$ cat src/rtl/gtcf_pkg.sv
`timescale 1ns / 1ps
// shared types, frame constants and crc helper for the gimbal track command framer
package gtcf_pkg;

   // coordinate and register width
   localparam int COORD_WIDTH = 12;

   // default depth of the command queue between front and back
   localparam int GTCF_QUEUE_DEPTH = 4;

   // register reset values
   localparam logic [COORD_WIDTH-1:0] CENTER_X_RESET = COORD_WIDTH'(960);
   localparam logic [COORD_WIDTH-1:0] CENTER_Y_RESET = COORD_WIDTH'(540);

   // register indexes
   localparam logic CSR_CENTER_X = 1'b0;
   localparam logic CSR_CENTER_Y = 1'b1;

   // dead zone: DEAD_DEN * |d| <= DEAD_NUM * center
   localparam int DEAD_NUM = 3;
   localparam int DEAD_DEN = 10;

   // doubled angle gains, magnitude k reached when gain2 * |d| >= (2k-1) * center
   localparam int GAIN_X2 = 270;
   localparam int GAIN_Y2 = 50;
   localparam int LIMIT_DEG = 5;
   localparam int ANGLE_SCALE = 10;

   // frame layout
   localparam int FRAME_LEN = 14;
   localparam int HEADER_LEN = 8;
   localparam int IDX_WIDTH = $clog2(FRAME_LEN);
   localparam logic [IDX_WIDTH-1:0] BYTE_YAW_LO = IDX_WIDTH'(8);
   localparam logic [IDX_WIDTH-1:0] BYTE_YAW_HI = IDX_WIDTH'(9);
   localparam logic [IDX_WIDTH-1:0] BYTE_PITCH_LO = IDX_WIDTH'(10);
   localparam logic [IDX_WIDTH-1:0] BYTE_PITCH_HI = IDX_WIDTH'(11);
   localparam logic [IDX_WIDTH-1:0] BYTE_CRC_LO = IDX_WIDTH'(12);
   localparam logic [IDX_WIDTH-1:0] BYTE_CRC_HI = IDX_WIDTH'(13);
   localparam logic [IDX_WIDTH-1:0] LAST_IDX = IDX_WIDTH'(FRAME_LEN - 1);

   localparam logic [7:0] FRAME_HEADER [0:HEADER_LEN-1] = '{
      8'h55, 8'h66, 8'h01, 8'h04, 8'h00, 8'h00, 8'h00, 8'h0E
   };

   localparam logic [15:0] CRC_POLY = 16'h1021;

   // input item
   typedef struct packed {
      logic [COORD_WIDTH-1:0] pix_col;
      logic [COORD_WIDTH-1:0] pix_row;
   } req_type;

   // result item
   typedef struct packed {
      logic [7:0] frame_byte;
      logic       last_byte;
   } rsp_type;

   // classified command between front and back
   typedef struct packed {
      logic [15:0] yaw_val;
      logic [15:0] pitch_val;
   } cmd_type;

   // queue fill status
   typedef struct packed {
      logic empty;
      logic almost_full;
      logic full;
   } q_status_type;

   // one byte of crc-16, msb first, no reflection
   function automatic logic [15:0] crc16_byte(input logic [15:0] crc, input logic [7:0] data);
      logic [15:0] c;
      c = crc ^ {data, 8'h00};
      for (int i = 0; i < 8; i++) begin
         if (c[15]) begin
            c = {c[14:0], 1'b0} ^ CRC_POLY;
         end else begin
            c = {c[14:0], 1'b0};
         end
      end
      return c;
   endfunction

endpackage

$ cat src/rtl/gtcf_front.sv
`timescale 1ns / 1ps
// front end: accepts target items, measures offsets and classifies into commands
module gtcf_front import gtcf_pkg::*; (
   input  logic                   clock,
   input  logic                   reset,
   input  logic                   start,
   output logic                   busy,
   input  req_type                req_payload,
   input  logic [COORD_WIDTH-1:0] center_x,
   input  logic [COORD_WIDTH-1:0] center_y,
   input  q_status_type           q_status,
   output logic                   push,
   output cmd_type                push_cmd
);

   localparam int PW = COORD_WIDTH + 9;
   localparam int DW = COORD_WIDTH + 4;

   logic                   a_valid_ff, a_valid_in;
   logic [COORD_WIDTH-1:0] a_magx_ff, a_magx_in;
   logic [COORD_WIDTH-1:0] a_magy_ff, a_magy_in;
   logic                   a_negx_ff, a_negx_in;
   logic                   a_negy_ff, a_negy_in;
   logic [COORD_WIDTH:0]   dx, dy, ndx, ndy;
   logic                   accept;
   logic                   dead_x, dead_y;

   // signed angle times ten from a magnitude and its sign
   function automatic logic [15:0] angle_val(input logic [COORD_WIDTH-1:0] mag,
                                             input logic neg,
                                             input logic [COORD_WIDTH-1:0] ctr,
                                             input logic [8:0] gain2);
      logic [PW-1:0] prod;
      logic [2:0]    r;
      logic [15:0]   v;
      prod = PW'(gain2) * PW'(mag);
      r = 3'd0;
      for (int k = 1; k <= LIMIT_DEG; k++) begin
         if (prod >= PW'(2 * k - 1) * PW'(ctr)) begin
            r = r + 3'd1;
         end
      end
      if (mag == '0) begin
         r = 3'd0;
      end
      v = 16'(r) * 16'(ANGLE_SCALE);
      // positive offset turns the gimbal the other way
      if (!neg) begin
         v = -v;
      end
      return v;
   endfunction

   // accept while the queue keeps room for the item in flight
   assign busy = q_status.full || (q_status.almost_full && a_valid_ff);
   assign accept = start && !busy;

   // offsets from center, split into magnitude and sign
   always_comb begin
      dx = {1'b0, req_payload.pix_col} - {1'b0, center_x};
      dy = {1'b0, req_payload.pix_row} - {1'b0, center_y};
      ndx = -dx;
      ndy = -dy;
      a_valid_in = accept;
      a_negx_in = dx[COORD_WIDTH];
      a_negy_in = dy[COORD_WIDTH];
      a_magx_in = dx[COORD_WIDTH] ? ndx[COORD_WIDTH-1:0] : dx[COORD_WIDTH-1:0];
      a_magy_in = dy[COORD_WIDTH] ? ndy[COORD_WIDTH-1:0] : dy[COORD_WIDTH-1:0];
   end

   // offset stage
   always_ff @(posedge clock) begin
      if (reset) begin
         a_valid_ff <= 1'b0;
      end else begin
         a_valid_ff <= a_valid_in;
      end
      a_magx_ff <= a_magx_in;
      a_magy_ff <= a_magy_in;
      a_negx_ff <= a_negx_in;
      a_negy_ff <= a_negy_in;
   end

   // dead zone test and angle thresholds
   always_comb begin
      dead_x = DW'(DEAD_DEN) * DW'(a_magx_ff) <= DW'(DEAD_NUM) * DW'(center_x);
      dead_y = DW'(DEAD_DEN) * DW'(a_magy_ff) <= DW'(DEAD_NUM) * DW'(center_y);
      push = a_valid_ff && !(dead_x && dead_y);
      push_cmd.yaw_val = angle_val(a_magx_ff, a_negx_ff, center_x, 9'(GAIN_X2));
      push_cmd.pitch_val = angle_val(a_magy_ff, a_negy_ff, center_y, 9'(GAIN_Y2));
   end

endmodule

$ cat src/rtl/gtcf_queue.sv
`timescale 1ns / 1ps
// short command queue between the front and back ends
module gtcf_queue import gtcf_pkg::*; #(
   parameter int QUEUE_DEPTH = GTCF_QUEUE_DEPTH
) (
   input  logic         clock,
   input  logic         reset,
   input  logic         push,
   input  cmd_type      push_cmd,
   input  logic         pop,
   output cmd_type      head_cmd,
   output q_status_type q_status
);

   localparam int PTR_WIDTH = (QUEUE_DEPTH > 1) ? $clog2(QUEUE_DEPTH) : 1;
   localparam int CNT_WIDTH = $clog2(QUEUE_DEPTH + 1);
   localparam logic [PTR_WIDTH-1:0] PTR_LAST = PTR_WIDTH'(QUEUE_DEPTH - 1);
   localparam logic [CNT_WIDTH-1:0] CNT_FULL = CNT_WIDTH'(QUEUE_DEPTH);
   localparam logic [CNT_WIDTH-1:0] CNT_ALMOST = CNT_WIDTH'(QUEUE_DEPTH - 1);

   cmd_type                mem_ff [0:QUEUE_DEPTH-1];
   logic [PTR_WIDTH-1:0]   wr_ptr_ff, wr_ptr_in;
   logic [PTR_WIDTH-1:0]   rd_ptr_ff, rd_ptr_in;
   logic [CNT_WIDTH-1:0]   count_ff, count_in;
   logic                   do_push, do_pop;

   assign do_push = push && (count_ff != CNT_FULL);
   assign do_pop = pop && (count_ff != '0);

   // pointer and fill count update
   always_comb begin
      wr_ptr_in = wr_ptr_ff;
      rd_ptr_in = rd_ptr_ff;
      count_in = count_ff;
      if (do_push) begin
         wr_ptr_in = (wr_ptr_ff == PTR_LAST) ? '0 : wr_ptr_ff + 1'b1;
      end
      if (do_pop) begin
         rd_ptr_in = (rd_ptr_ff == PTR_LAST) ? '0 : rd_ptr_ff + 1'b1;
      end
      if (do_push && !do_pop) begin
         count_in = count_ff + 1'b1;
      end else if (do_pop && !do_push) begin
         count_in = count_ff - 1'b1;
      end
   end

   always_ff @(posedge clock) begin
      if (reset) begin
         wr_ptr_ff <= '0;
         rd_ptr_ff <= '0;
         count_ff <= '0;
      end else begin
         wr_ptr_ff <= wr_ptr_in;
         rd_ptr_ff <= rd_ptr_in;
         count_ff <= count_in;
      end
   end

   // storage
   always_ff @(posedge clock) begin
      if (do_push) begin
         mem_ff[wr_ptr_ff] <= push_cmd;
      end
   end

   assign head_cmd = mem_ff[rd_ptr_ff];
   assign q_status.empty = (count_ff == '0);
   assign q_status.full = (count_ff == CNT_FULL);
   assign q_status.almost_full = (count_ff == CNT_ALMOST);

   // the front pushes into a full queue only in a cycle that also pops
   a_no_overflow: assert property (@(posedge clock) disable iff (reset)
      push && (count_ff == CNT_FULL) |-> pop)
      else $error("command pushed into full queue");

   // the back never pops an empty queue
   a_no_underflow: assert property (@(posedge clock) disable iff (reset)
      pop |-> count_ff != '0)
      else $error("command popped from empty queue");

   // fill count rises by one on a push without a pop
   a_count_track: assert property (@(posedge clock) disable iff (reset)
      do_push && !do_pop |=> count_ff == $past(count_ff) + 1'b1)
      else $error("queue fill count lost a push");

endmodule

$ cat src/rtl/gtcf_back.sv
`timescale 1ns / 1ps
// back end: serializes each command into a fourteen byte frame with crc
module gtcf_back import gtcf_pkg::*; (
   input  logic         clock,
   input  logic         reset,
   input  q_status_type q_status,
   input  cmd_type      head_cmd,
   output logic         pop,
   output logic         rsp_strobe,
   output rsp_type      rsp_payload
);

   logic                 active_ff, active_in;
   logic [IDX_WIDTH-1:0] idx_ff, idx_in;
   logic [15:0]          yaw_ff, yaw_in;
   logic [15:0]          pitch_ff, pitch_in;
   logic [15:0]          crc_ff, crc_in;
   logic                 strobe_ff, strobe_in;
   rsp_type              out_ff, out_in;
   logic [7:0]           cur_byte;
   logic                 at_last;

   assign at_last = (idx_ff == LAST_IDX);

   // byte select for the current frame position
   always_comb begin
      priority if (idx_ff < IDX_WIDTH'(HEADER_LEN)) begin
         cur_byte = FRAME_HEADER[idx_ff[2:0]];
      end else if (idx_ff == BYTE_YAW_LO) begin
         cur_byte = yaw_ff[7:0];
      end else if (idx_ff == BYTE_YAW_HI) begin
         cur_byte = yaw_ff[15:8];
      end else if (idx_ff == BYTE_PITCH_LO) begin
         cur_byte = pitch_ff[7:0];
      end else if (idx_ff == BYTE_PITCH_HI) begin
         cur_byte = pitch_ff[15:8];
      end else if (idx_ff == BYTE_CRC_LO) begin
         cur_byte = crc_ff[7:0];
      end else begin
         cur_byte = crc_ff[15:8];
      end
   end

   // sequencer: next frame is taken on the last byte of the current one, or when idle
   always_comb begin
      pop = (!active_ff || at_last) && !q_status.empty;
      active_in = active_ff;
      idx_in = idx_ff;
      yaw_in = yaw_ff;
      pitch_in = pitch_ff;
      crc_in = crc_ff;
      strobe_in = active_ff;
      out_in.frame_byte = cur_byte;
      out_in.last_byte = at_last;
      if (active_ff) begin
         idx_in = idx_ff + 1'b1;
         if (idx_ff < BYTE_CRC_LO) begin
            crc_in = crc16_byte(crc_ff, cur_byte);
         end
         if (at_last) begin
            active_in = 1'b0;
         end
      end
      if (pop) begin
         active_in = 1'b1;
         idx_in = '0;
         crc_in = '0;
         yaw_in = head_cmd.yaw_val;
         pitch_in = head_cmd.pitch_val;
      end
   end

   always_ff @(posedge clock) begin
      if (reset) begin
         active_ff <= 1'b0;
         strobe_ff <= 1'b0;
         idx_ff <= '0;
      end else begin
         active_ff <= active_in;
         strobe_ff <= strobe_in;
         idx_ff <= idx_in;
      end
      yaw_ff <= yaw_in;
      pitch_ff <= pitch_in;
      crc_ff <= crc_in;
      out_ff <= out_in;
   end

   assign rsp_strobe = strobe_ff;
   assign rsp_payload = out_ff;

   // the frame position never runs past the last byte
   a_idx_range: assert property (@(posedge clock) disable iff (reset)
      active_ff |-> idx_ff <= LAST_IDX)
      else $error("frame position out of range");

   // last marker only after the final frame position
   a_last_pos: assert property (@(posedge clock) disable iff (reset)
      rsp_strobe && rsp_payload.last_byte |-> $past(active_ff && at_last))
      else $error("last byte flagged at wrong position");

endmodule

$ cat src/rtl/gimbal_track_command_framer.sv
`timescale 1ns / 1ps
// top level of the gimbal track command framer
// a taken item passes the offset stage, command queue and sequencer before its bytes strobe
// the byte-wide serializer in the back end sends queued frames back to back;
// dead zone items drop out of the front end in the cycle after they are taken, with no bytes
// busy: queue full, or almost full with an item in flight; rsp_strobe cannot be stalled
// synchronous reset clears the queue, sequencer and strobe and loads the center registers
module gimbal_track_command_framer import gtcf_pkg::*; #(
   parameter int QUEUE_DEPTH = GTCF_QUEUE_DEPTH
) (
   input  logic                   clock,
   input  logic                   reset,
   input  logic                   start,
   output logic                   busy,
   input  req_type                req_payload,
   output logic                   rsp_strobe,
   output rsp_type                rsp_payload,
   input  logic                   csr_we,
   input  logic                   csr_index,
   input  logic [COORD_WIDTH-1:0] csr_wdata
);

   logic [COORD_WIDTH-1:0] center_x_ff, center_x_in;
   logic [COORD_WIDTH-1:0] center_y_ff, center_y_in;
   logic                   push, pop;
   cmd_type                push_cmd, head_cmd;
   q_status_type           q_status;

   // center registers
   always_comb begin
      center_x_in = center_x_ff;
      center_y_in = center_y_ff;
      if (csr_we) begin
         unique case (csr_index)
            CSR_CENTER_X: center_x_in = csr_wdata;
            CSR_CENTER_Y: center_y_in = csr_wdata;
            default: ;
         endcase
      end
   end

   always_ff @(posedge clock) begin
      if (reset) begin
         center_x_ff <= CENTER_X_RESET;
         center_y_ff <= CENTER_Y_RESET;
      end else begin
         center_x_ff <= center_x_in;
         center_y_ff <= center_y_in;
      end
   end

   gtcf_front u_front (
      .clock       (clock),
      .reset       (reset),
      .start       (start),
      .busy        (busy),
      .req_payload (req_payload),
      .center_x    (center_x_ff),
      .center_y    (center_y_ff),
      .q_status    (q_status),
      .push        (push),
      .push_cmd    (push_cmd)
   );

   gtcf_queue #(
      .QUEUE_DEPTH (QUEUE_DEPTH)
   ) u_queue (
      .clock    (clock),
      .reset    (reset),
      .push     (push),
      .push_cmd (push_cmd),
      .pop      (pop),
      .head_cmd (head_cmd),
      .q_status (q_status)
   );

   gtcf_back u_back (
      .clock       (clock),
      .reset       (reset),
      .q_status    (q_status),
      .head_cmd    (head_cmd),
      .pop         (pop),
      .rsp_strobe  (rsp_strobe),
      .rsp_payload (rsp_payload)
   );

endmodule
$ cat config.mk
export PLATFORM = sky130hd
export DESIGN_NAME = gimbal_track_command_framer
export DESIGN_NICKNAME = d
export VERILOG_FILES = /design/src/rtl/gtcf_pkg.sv /design/src/rtl/gtcf_front.sv /design/src/rtl/gtcf_queue.sv /design/src/rtl/gtcf_back.sv /design/src/rtl/gimbal_track_command_framer.sv
export SDC_FILE = /design/constraint.sdc
export NUM_CORES = 1
export LEC_CHECK = 0
export BUFFER_PORTS_ARGS = -buffer_cell sky130_fd_sc_hd__buf_2
export CAP_MARGIN = 20
export CORE_AREA = 5 5 242 244
export DETAILED_ROUTE_END_ITERATION = 8
export DIE_AREA = 0 0 247 249
export MAX_ROUTING_LAYER = met4
export PLACE_DENSITY = 0.56
export SYNTH_ARGS = -nofsm -noshare
export SYNTH_HDL_FRONTEND = slang
export SYNTH_SLANG_ARGS = --single-unit
$ cat constraint.sdc
create_clock -name clock -period 20.6 [get_ports clock]
set_clock_uncertainty 0.05 [all_clocks]
set_input_delay 3.09 -clock clock [delete_from_list [all_inputs] [get_ports clock]]
set_output_delay 3.09 -clock clock [all_outputs]
set_load 0.01 [all_outputs]
==> results of run 1 <==
## layout make-up
| class | instances | area (um2) |
|---|---|---|
| fillers | 5544 | 33200 |
| well taps | 756 | 946 |
| flip-flops and latches | 199 | 5080 |
| clock buffers | 17 | 425 |
| multi-input cells | 1731 | 15000 |
| inverters | 237 | 890 |
| repair buffers | 60 | 323 |
| clock inverters | 15 | 203 |
## kinds of logic after synthesis
| kind of cell | after synthesis | synth area share, % |
|---|---|---|
| xor+xnor | 180 | 7.68 |
| flops | 199 | 24.1 |
| simple gates | 458 | 10.8 |
| compound gates | 521 | 15.7 |
| buf+inv | 272 | 4.88 |
| fa+ha+maj | 524 | 33.2 |
| mux | 48 | 3.66 |
## placed cells by master, fill, tap and decap left out, types with 15 or more instances in the layout
cell type	count
nand2b_1	26
xnor2_1	114
ha_1	465
nand3_1	27
edfxtp_1	110
fa_1	59
nand2_1	133
or3_1	15
inv_1	236
a21o_1	57
dfxtp_1	89
nor2_1	104
xor2_1	63
o21a_1	32
and2_1	15
nor3_1	35
a21oi_1	174
nor2b_1	33
mux2i_1	15
clkbuf_16	17
a211oi_1	18
mux4_2	22
a31oi_1	15
buf_2	51
o21ai_0	95
o21bai_1	30
## worst max-delay path by stage
stage / start / endpoint / slack (ps)
detailed placement: u_front.a_magx_ff[2] / u_queue.mem_ff[0][22] / 11730
finish: u_front.a_magx_ff[2] / u_queue.mem_ff[2][22] / 11660
floorplan: u_front.a_magx_ff[2] / u_queue.mem_ff[0][22] / 12660
CTS: u_front.a_magx_ff[2] / u_queue.mem_ff[0][22] / 11670
global placement: u_front.a_magx_ff[2] / u_queue.mem_ff[0][22] / 12010
global route: u_front.a_magx_ff[3] / u_queue.mem_ff[2][22] / 10930
## critical path, delay by kind of cell (launching register included)
kind / cells / cell delay [ps]
adder cells (fa/ha/maj): 12 / 3400
flip-flops: 1 / 500
XOR/XNOR: 2 / 760
AO/OA/AOI/OAI: 6 / 1010
multiplexers: 3 / 860
AND/OR/NAND/NOR: 8 / 1790
buffers and inverters: 4 / 300
## sequential cells by signal, summed over array words and instances, names as in the netlist
register	cells
u_queue.mem_ff	88
u_back.crc_ff	16
center_x_ff	12
center_y_ff	12
u_front.a_magx_ff	12
u_front.a_magy_ff	12
u_back.pitch_ff	11
u_back.yaw_ff	11
u_back.rsp_payload	9
u_back.idx_ff	4
u_queue.count_ff	3
u_queue.rd_ptr_ff	2
u_queue.wr_ptr_ff	2
u_back.active_ff	1
u_back.rsp_strobe	1
u_front.a_negx_ff	1
u_front.a_negy_ff	1
u_front.a_valid_ff	1
## per-layer routing
layer,share of wire (%),track usage [%],wire length [um]
met1,47,22.7,24100
met3,3.1,2.63,1600
met5,0,-,0
met4,2.1,4.51,1070
met2,48,29.1,24900
## per-stage QoR
stage	hold slack (ps)	utilization, %	instances	instance area (um2)
6_report	437	40.8	3015	22900
5_1_grt	458	40.8	3015	22900
4_1_cts	437	40.8	3014	22900
3_5_place_dp	425	39.6	2982	22200
3_3_place_gp	422	39.6	2982	22200
2_1_floorplan	407	-	2202	21100
==> impl_metrics.py, run 1 <==
metrics = {
    "cts": {
        "path_clk_slew_ps": 90,
        "postCtsSetupRepairBufs": 0,
        "hold_buffers": 0,
        "cts.sinks": 199,
        "cts_tree": "done",
        "clockBufferDepth": 2,
        "clk-insertion-delay-late_ps": 480,
        "cts_made_buffers": 17,
        "cts_resized": 0,
        "root_buffer": "clkbuf_16",
        "cts-htree-levels": 4,
    },
    "die": {
        "coreArea_um2": 56100,
        "design.die.area_um2": 61500,
        "die_w_um": 247,
        "rows": 87,
        "io_pins": 52,
        "die_height_um": 249,
        "initial_core_util_pct": 37.6,
    },
    "cells_and_area": {
        "drive_gt1_share_pct": 6.46,
        "fin_nets": 2811,
        "diodes": 0,
        "layout-area-overhead-vs-synth_pct": 8.32,
    },
    "drt": {
        "vias": 15700,
        "viasPerCell": 5.20,
        "drt_pass1_iterations": 7,
        "ant_nets": 0,
        "wirelength_um": 51600,
        "drt_iter0_drc": 802,
        "drc": 0,
        "avgRoutedWirePerCell_um": 17.1,
    },
    "synthesis": {
        "netlist_top_cells_area": "ha_1 28%, edfxtp_1 16%, dfxtp_1 8.4%",
        "yosysSeqAreaShare_pct": 24.1,
        "yosysWarnings": 0,
        "yosysUniqueCellTypes": 81,
        "synthFlopType": "edfxtp_1",
        "synth_commonest_cells": "465 x ha_1, 236 x inv_1, 174 x a21oi_1",
        "synth_top_area_cell": "ha_1",
        "syn_area_um2": 21100,
        "synthArstFlopShare_pct": 0,
        "syn_inst": 2202,
        "synth.most_common_cell": "ha_1",
        "synth_area_per_cell_um2": 9.58,
        "synth_seq_cells": 199,
        "synth_top_area_share_pct": 27.6,
        "syn-num-nets": 2767,
        "synth_edf_count": 110,
    },
    "critical_path": {
        "cp-start-kind": "flip-flop",
        "r2r_slack_ps": 11660,
        "cp_slowest_stage_delay_ps": 550,
        "r2r-start": "u_front.a_magx_ff[2]",
        "worstPathRequired_ps": 20770,
        "rr_endpoint": "u_queue.mem_ff[2][22]",
        "crit_path_end_kind": "flip-flop",
        "crit_fanout": 7,
        "crit_top_cell": "ha_1",
        "r2r_cells": 35,
        "cp_slowest_cell": "fa_1",
        "arrival_ps": 9110,
        "crit_type": "flip-flop to flip-flop",
    },
    "grt": {
        "grt_pass1_vias": 16000,
        "grt_pass1_wl_um": 84300,
        "overflow": 0,
        "grt_max_degree": 44,
        "grtUsageTotal_pct": 17.6,
        "antenna_found_initial": 1,
    },
    "worst_hold_path": {
        "min_path_cells": 2,
        "hp-class": "flip-flop to flip-flop",
        "hold_end": "u_back.crc_ff[5]",
        "hold_start": "u_back.crc_ff[5]",
    },
    "timing": {
        "finalSetupViolations": 0,
        "relSlewSlack_pct": 26.5,
        "grt_setup_unrepaired": "no",
        "setup_ws_ps": 11660,
        "clock.fmax_mhz": 112,
        "final-max-slew-violation-count": 0,
        "tns_ps": 0,
        "hold_viol": 0,
        "period_share_pct": 43.4,
        "min_period_ps": 8940,
        "tightest_slew_ps": 1100,
    },
    "placed_design": {
        "dp_hpwl_um": 42300,
        "place_ws_ps": 11730,
        "port_buffers": 51,
        "routabilityCongestion": 0.882,
    },
    "status": {
        "outcome": "finished, final reports clean",
    },
    "flow_run": {
        "maxCapViolations": 0,
    },
}
Power of run 1 is left out: the tool's default activity adds up to more than one toggle a clock period on the data nets, which glitch-free logic cannot reach.
==> inputs of run 2 (changes only) <==
--- a/config.mk
+++ b/config.mk
@@ -5,13 +5,14 @@
 export SDC_FILE = /design/constraint.sdc
 export NUM_CORES = 1
 export LEC_CHECK = 0
+export ABC_AREA = 1
 export BUFFER_PORTS_ARGS = -buffer_cell sky130_fd_sc_hd__buf_2
 export CAP_MARGIN = 20
-export CORE_AREA = 5 5 242 244
+export CORE_AREA = 5 5 247 249
 export DETAILED_ROUTE_END_ITERATION = 8
-export DIE_AREA = 0 0 247 249
+export DIE_AREA = 0 0 252 254
 export MAX_ROUTING_LAYER = met4
-export PLACE_DENSITY = 0.56
+export PLACE_DENSITY = 0.55
 export SYNTH_ARGS = -nofsm -noshare
 export SYNTH_HDL_FRONTEND = slang
 export SYNTH_SLANG_ARGS = --single-unit
==> constraint.sdc (replaced) <==
create_clock -name clock -period 8.55 [get_ports clock]
set_clock_uncertainty 0.05 [all_clocks]
set_input_delay 1.2825 -clock clock [delete_from_list [all_inputs] [get_ports clock]]
set_output_delay 1.2825 -clock clock [all_outputs]
set_load 0.01 [all_outputs]
==> run 2 against run 1 <==
  * Sequential share of layout area is 0.80 points lower
  * First-iteration DRC count is 31% higher
  * Critical endpoint is now u_queue.mem_ff[0][22]
  * Maximum frequency is 19% higher
  * Final cell count is 17% higher
  * Critical path depth is 5 higher
  * Clock-buffer cell count stayed put
  * Cell area is 3.7% higher
  * Area after synthesis is 3.9% higher
  * Die area is 4.1% higher
  * Flip-flop and latch count stayed put
  * Via count is 15% higher
  * Register-to-register slack worse by 11000 ps
==> impl_metrics.py, run 2 <==
metrics = {
    "cells_and_area": {
        "drive_gt1_share_pct": 6.07,
        "fin_nets": 3322,
        "largestRegisters": "u_queue.mem_ff (88), u_back.crc_ff (16)",
        "multi_input_area_um2": 15000,
        "top_register": "u_queue.mem_ff",
        "layout-area-overhead-vs-synth_pct": 8.20,
        "diodes": 0,
        "fillers": 5904,
        "seqCellArea_um2": 5080,
        "mostFrequentLayoutCell": "ha_1",
        "mostFrequentLayoutCells": "465 x ha_1, 437 x nand2_1, 431 x inv_1",
        "largest_reg_flops": 88,
    },
    "timing": {
        "clock.fmax_mhz": 133,
        "final-max-slew-violation-count": 0,
        "period_share_pct": 88.0,
        "finalSetupViolations": 0,
        "tns_ps": 0,
        "min_period_ps": 7520,
        "grt_setup_unrepaired": "no",
        "hold_viol": 0,
        "tightest_slew_ps": 876,
        "relSlewSlack_pct": 41.0,
    },
    "synthesis": {
        "synthFlopType": "edfxtp_1",
        "synth_area_per_cell_um2": 8.12,
        "syn-num-nets": 3266,
        "yosysSeqAreaShare_pct": 23.2,
        "synth_seq_cells": 199,
        "netlist_top_cells_area": "ha_1 27%, edfxtp_1 15%, dfxtp_1 8.1%",
        "synth.most_common_cell": "ha_1",
        "synthArstFlopShare_pct": 0,
        "syn_inst": 2701,
        "yosysUniqueCellTypes": 63,
        "synth_top_area_share_pct": 26.5,
        "yosysWarnings": 0,
        "syn_area_um2": 21900,
        "synth_top_area_cell": "ha_1",
        "synth_commonest_cells": "465 x ha_1, 437 x nand2_1, 431 x inv_1",
        "synth_edf_count": 110,
    },
    "drt": {
        "vias": 18000,
        "drc": 0,
        "wirelength_um": 57800,
        "viasPerCell": 5.09,
        "avgRoutedWirePerCell_um": 16.3,
        "drt_iter0_drc": 1053,
        "ant_nets": 0,
        "drt_pass1_iterations": 7,
    },
    "cts": {
        "root_buffer": "clkbuf_16",
        "cts_made_buffers": 17,
        "path_clk_slew_ps": 80,
        "clockBufferDepth": 2,
        "postCtsSetupRepairBufs": 0,
        "clk-insertion-delay-late_ps": 480,
        "cts_tree": "done",
        "cts-htree-levels": 4,
        "cts.sinks": 199,
        "hold_buffers": 0,
        "cts_resized": 0,
    },
    "critical_path": {
        "crit_path_end_kind": "flip-flop",
        "crit_fanout": 7,
        "crit_type": "flip-flop to flip-flop",
        "cp-start-kind": "flip-flop",
        "cp_num_buf_inv": 6,
        "crit_top_cell": "ha_1",
        "cp_slowest_cell": "fa_1",
        "cp_top_family": "adder cells",
        "worstPathRequired_ps": 8690,
        "arrival_ps": 7660,
        "cp_slowest_stage_delay_ps": 550,
    },
    "die": {
        "initial_core_util_pct": 37.5,
        "rows": 89,
        "die_w_um": 252,
        "design.die.area_um2": 64000,
        "die_height_um": 254,
        "io_pins": 52,
        "coreArea_um2": 58500,
    },
    "worst_hold_path": {
        "hp-class": "flip-flop to flip-flop",
    },
    "grt": {
        "grtUsageTotal_pct": 18.7,
        "overflow": 0,
        "grt_pass1_wl_um": 92800,
        "grt_max_degree": 48,
        "antenna_found_initial": 0,
        "grt_pass1_vias": 17700,
    },
    "placed_design": {
        "port_buffers": 51,
        "dp_hpwl_um": 47400,
        "routabilityCongestion": 0.906,
    },
    "status": {
        "outcome": "finished, final reports clean",
    },
    "flow_run": {
        "maxCapViolations": 0,
    },
}
==> run 2: cell count changes after synthesis, moves of 42 or more <==
cell / previous run / this run
a21o_1: 57 / 9
a21oi_1: 174 / 216
inv_1: 236 / 431
nand2_1: 133 / 437
nand3_1: 27 / 99
nor2_1: 104 / 178
o21ai_0: 95 / 142
xnor2_1: 114 / 50
xor2_1: 63 / 113
==> run 2: kinds of logic after synthesis <==
kind of cell / synth area share, %
fa+ha+maj: 31.9
buf+inv: 8.25
mux: 0.0457
flops: 23.2
compound gates: 12.9
xor+xnor: 7.14
simple gates: 16.6
==> run 2: path summary, 6_finish.rpt <==
check | depth (start not counted) | slack (ps) | start | to
worst max-delay path | 40 | 1030 | u_front.a_magx_ff[3] | u_queue.mem_ff[0][22]
worst min-delay path | 2 | 470 | u_queue.count_ff[2] | u_queue.count_ff[2]
worst max register to register | 40 | 1030 | u_front.a_magx_ff[3] | u_queue.mem_ff[0][22]
worst min register to register | 2 | 470 | u_queue.count_ff[2] | u_queue.count_ff[2]
==> run 2: metrics by stage <==
step	cell area, um2	utilization, %	hold slack (ps)	setup WS [ps]	cells
finish	23700	40.6	471	1030	3542
global route	23700	40.6	488	360	3542
CTS	23700	40.6	475	1050	3541
detailed placement	23100	39.5	460	1070	3510
global placement	23100	39.5	447	1290	3510
floorplan	21900	-	423	1930	2701
==> run 2: final cells by class <==
cell class / count / share of cell area (%)
Inverter: 449 / 7.14
Clock inverter: 14 / 0.696
Sequential cell: 199 / 21.4
Tap cell: 773 / 4.08
Multi-Input combinational cell: 2027 / 63.4
Clock buffer: 17 / 1.79
Timing Repair Buffer: 63 / 1.46
==> run 2: metal layers <==
layer / part of all wire [%] / vias up / global-route usage (%)
li1: - / 9164 / -
met1: 48 / 8495 / 24.4
met2: 46 / 287 / 30.5
met3: 3.3 / 66 / 2.48
met4: 2.4 / 0 / 5.66
met5: 0 / - / -
==> run 2: tightest hold or removal path, stage by stage, from the launching register on <==
cell and delay [ps]:
dfxtp_1 310, inv_1 100, a21oi_1 70
Power of run 2 is left out for the same reason.
==> inputs of run 3 (changes only) <==
--- a/config.mk
+++ b/config.mk
@@ -5,12 +5,12 @@
 export SDC_FILE = /design/constraint.sdc
 export NUM_CORES = 1
 export LEC_CHECK = 0
-export ABC_AREA = 1
 export BUFFER_PORTS_ARGS = -buffer_cell sky130_fd_sc_hd__buf_2
 export CAP_MARGIN = 20
-export CORE_AREA = 5 5 247 249
+export CORE_AREA = 5 5 245 247
 export DETAILED_ROUTE_END_ITERATION = 8
-export DIE_AREA = 0 0 252 254
+export DIE_AREA = 0 0 250 252
+export HOLD_SLACK_MARGIN = 0.03
 export MAX_ROUTING_LAYER = met4
 export PLACE_DENSITY = 0.55
 export SYNTH_ARGS = -nofsm -noshare
==> run 3 against run 2 <==
  * Setup slack worse by 570 ps
  * Critical path depth down 10
  * Critical endpoint is now u_queue.mem_ff[1][22]
  * Die area down 1.6%
  * First-iteration DRC count down 34%
  * Flip-flop and latch count unchanged
==> impl_metrics.py, run 3 (same netlist as run 1, synthesis figures left out) <==
metrics = {
    "cts": {
        "cts_tree": "done",
        "cts.sinks": 199,
        "root_buffer": "clkbuf_16",
        "cts-htree-levels": 4,
        "cts_made_buffers": 17,
        "path_clk_slew_ps": 80,
        "clk-insertion-delay-late_ps": 480,
        "clockBufferDepth": 2,
    },
    "status": {
        "outcome": "finished, final reports clean",
    },
    "die": {
        "coreArea_um2": 57400,
        "initial_core_util_pct": 36.8,
        "die_height_um": 252,
        "rows": 88,
        "design.die.area_um2": 63000,
        "io_pins": 52,
        "die_w_um": 250,
    },
    "timing": {
        "tns_ps": 0,
        "final-max-slew-violation-count": 0,
        "relSlewSlack_pct": 33.0,
        "hold_viol": 0,
        "finalSetupViolations": 0,
        "clock.fmax_mhz": 124,
        "period_share_pct": 94.7,
        "grt_setup_unrepaired": "no",
        "setup_ws_ps": 453,
        "min_period_ps": 8100,
        "tightest_slew_ps": 1000,
    },
    "cells_and_area": {
        "diodes": 0,
        "drive_gt1_share_pct": 8.69,
        "fillers": 5630,
        "fin_nets": 2842,
        "layout-area-overhead-vs-synth_pct": 9.79,
        "multi_input_area_um2": 15100,
        "mostFrequentLayoutCell": "ha_1",
        "largestRegisters": "u_queue.mem_ff (88), u_back.crc_ff (16)",
        "top_register": "u_queue.mem_ff",
        "largest_reg_flops": 88,
        "mostFrequentLayoutCells": "463 x ha_1, 236 x inv_1, 173 x a21oi_1",
        "seqCellArea_um2": 5100,
    },
    "drt": {
        "ant_nets": 0,
        "drt_pass1_iterations": 6,
        "avgRoutedWirePerCell_um": 17.1,
        "viasPerCell": 5.23,
        "wirelength_um": 52300,
        "drt_iter0_drc": 698,
        "vias": 16000,
        "drc": 0,
    },
    "placed_design": {
        "place_ws_ps": 188,
        "routabilityCongestion": 0.898,
        "dp_hpwl_um": 43100,
        "port_buffers": 51,
    },
    "critical_path": {
        "cp-start-kind": "flip-flop",
        "crit_type": "flip-flop to flip-flop",
        "cp_slowest_cell": "fa_1",
        "arrival_ps": 8260,
        "crit_top_cell": "ha_1",
        "crit_path_end_kind": "flip-flop",
        "cp_slowest_stage_delay_ps": 560,
        "crit_fanout": 9,
        "worstPathRequired_ps": 8720,
    },
    "grt": {
        "antenna_found_initial": 0,
        "grtUsageTotal_pct": 17.1,
        "grt_max_degree": 44,
        "overflow": 0,
        "grt_pass1_wl_um": 84400,
        "grt_pass1_vias": 16100,
    },
    "worst_hold_path": {
        "hp-class": "flip-flop to flip-flop",
    },
    "flow_run": {
        "maxCapViolations": 0,
    },
}
[run 3: cell count changes in the layout (fill, tap and decap cells not counted), moves of 48 or more]
cell / before / now
nand2_1: 437 / 133
inv_1: 431 / 236
nand3_1: 99 / 27
nor2_1: 174 / 104
xnor2_1: 50 / 112
xor2_1: 113 / 61
a21o_1: 9 / 57
[run 3: metrics by stage]
| step | utilization [%] | area, um2 | hold WS [ps] | std cells |
|---|---|---|---|---|
| after floorplan | - | 21100 | 407 | 2202 |
| after global placement | 39.2 | 22500 | 425 | 3022 |
| after detailed placement | 39.2 | 22500 | 436 | 3022 |
| after CTS | 40.2 | 23100 | 450 | 3054 |
| after global routing | 40.4 | 23200 | 479 | 3055 |
| final | 40.4 | 23200 | 453 | 3055 |
[run 3: critical path: cells and delay by family (launching register included)]
family	cells	cell delay (ps)
AO/OA/AOI/OAI	5	1180
buffers and inverters	3	260
adder cells (fa/ha/maj)	11	3360
flip-flops	1	420
AND/OR/NAND/NOR	7	1570
XOR/XNOR	2	530
multiplexers	2	460
[run 3: cell type report]
| type | count | area share (%) |
|---|---|---|
| Multi-Input combinational cell | 1731 | 65.0 |
| Sequential cell | 199 | 22.0 |
| Tap cell | 765 | 4.13 |
| Inverter | 237 | 3.84 |
| Timing Repair Buffer | 91 | 2.40 |
| Clock buffer | 17 | 1.84 |
| Clock inverter | 15 | 0.815 |
[run 3: worst paths after layout]
kind	from	end	slack (ps)	depth (start not counted)
worst min-delay path	u_back.crc_ff[5]	u_back.crc_ff[5]	450	2
worst max register to register	u_front.a_magx_ff[10]	u_queue.mem_ff[1][22]	450	30
worst max-delay path	u_front.a_magx_ff[10]	u_queue.mem_ff[1][22]	450	30
worst min register to register	u_back.crc_ff[5]	u_back.crc_ff[5]	450	2
[run 3: routing by layer]
| metal | global-route usage, % | wire length, um | vias to the layer above |
|---|---|---|---|
| li1 | - | - | 8068 |
| met1 | 22.0 | 24900 | 7657 |
| met2 | 29.2 | 25400 | 199 |
| met3 | 2.03 | 1200 | 46 |
| met4 | 3.68 | 758 | 0 |
| met5 | - | 0 | - |
[run 3: repair_timing]
| action | in CTS | in global routing |
|---|---|---|
| gates resized for setup | 0 | 23 |
| setup buffers | 0 | 1 |
| hold buffers | 0 | 0 |
| endpoints found under the setup margin | 0 | 24 |
| endpoints found under the hold margin | 0 | 0 |
Power of run 3 is left out for the same reason.
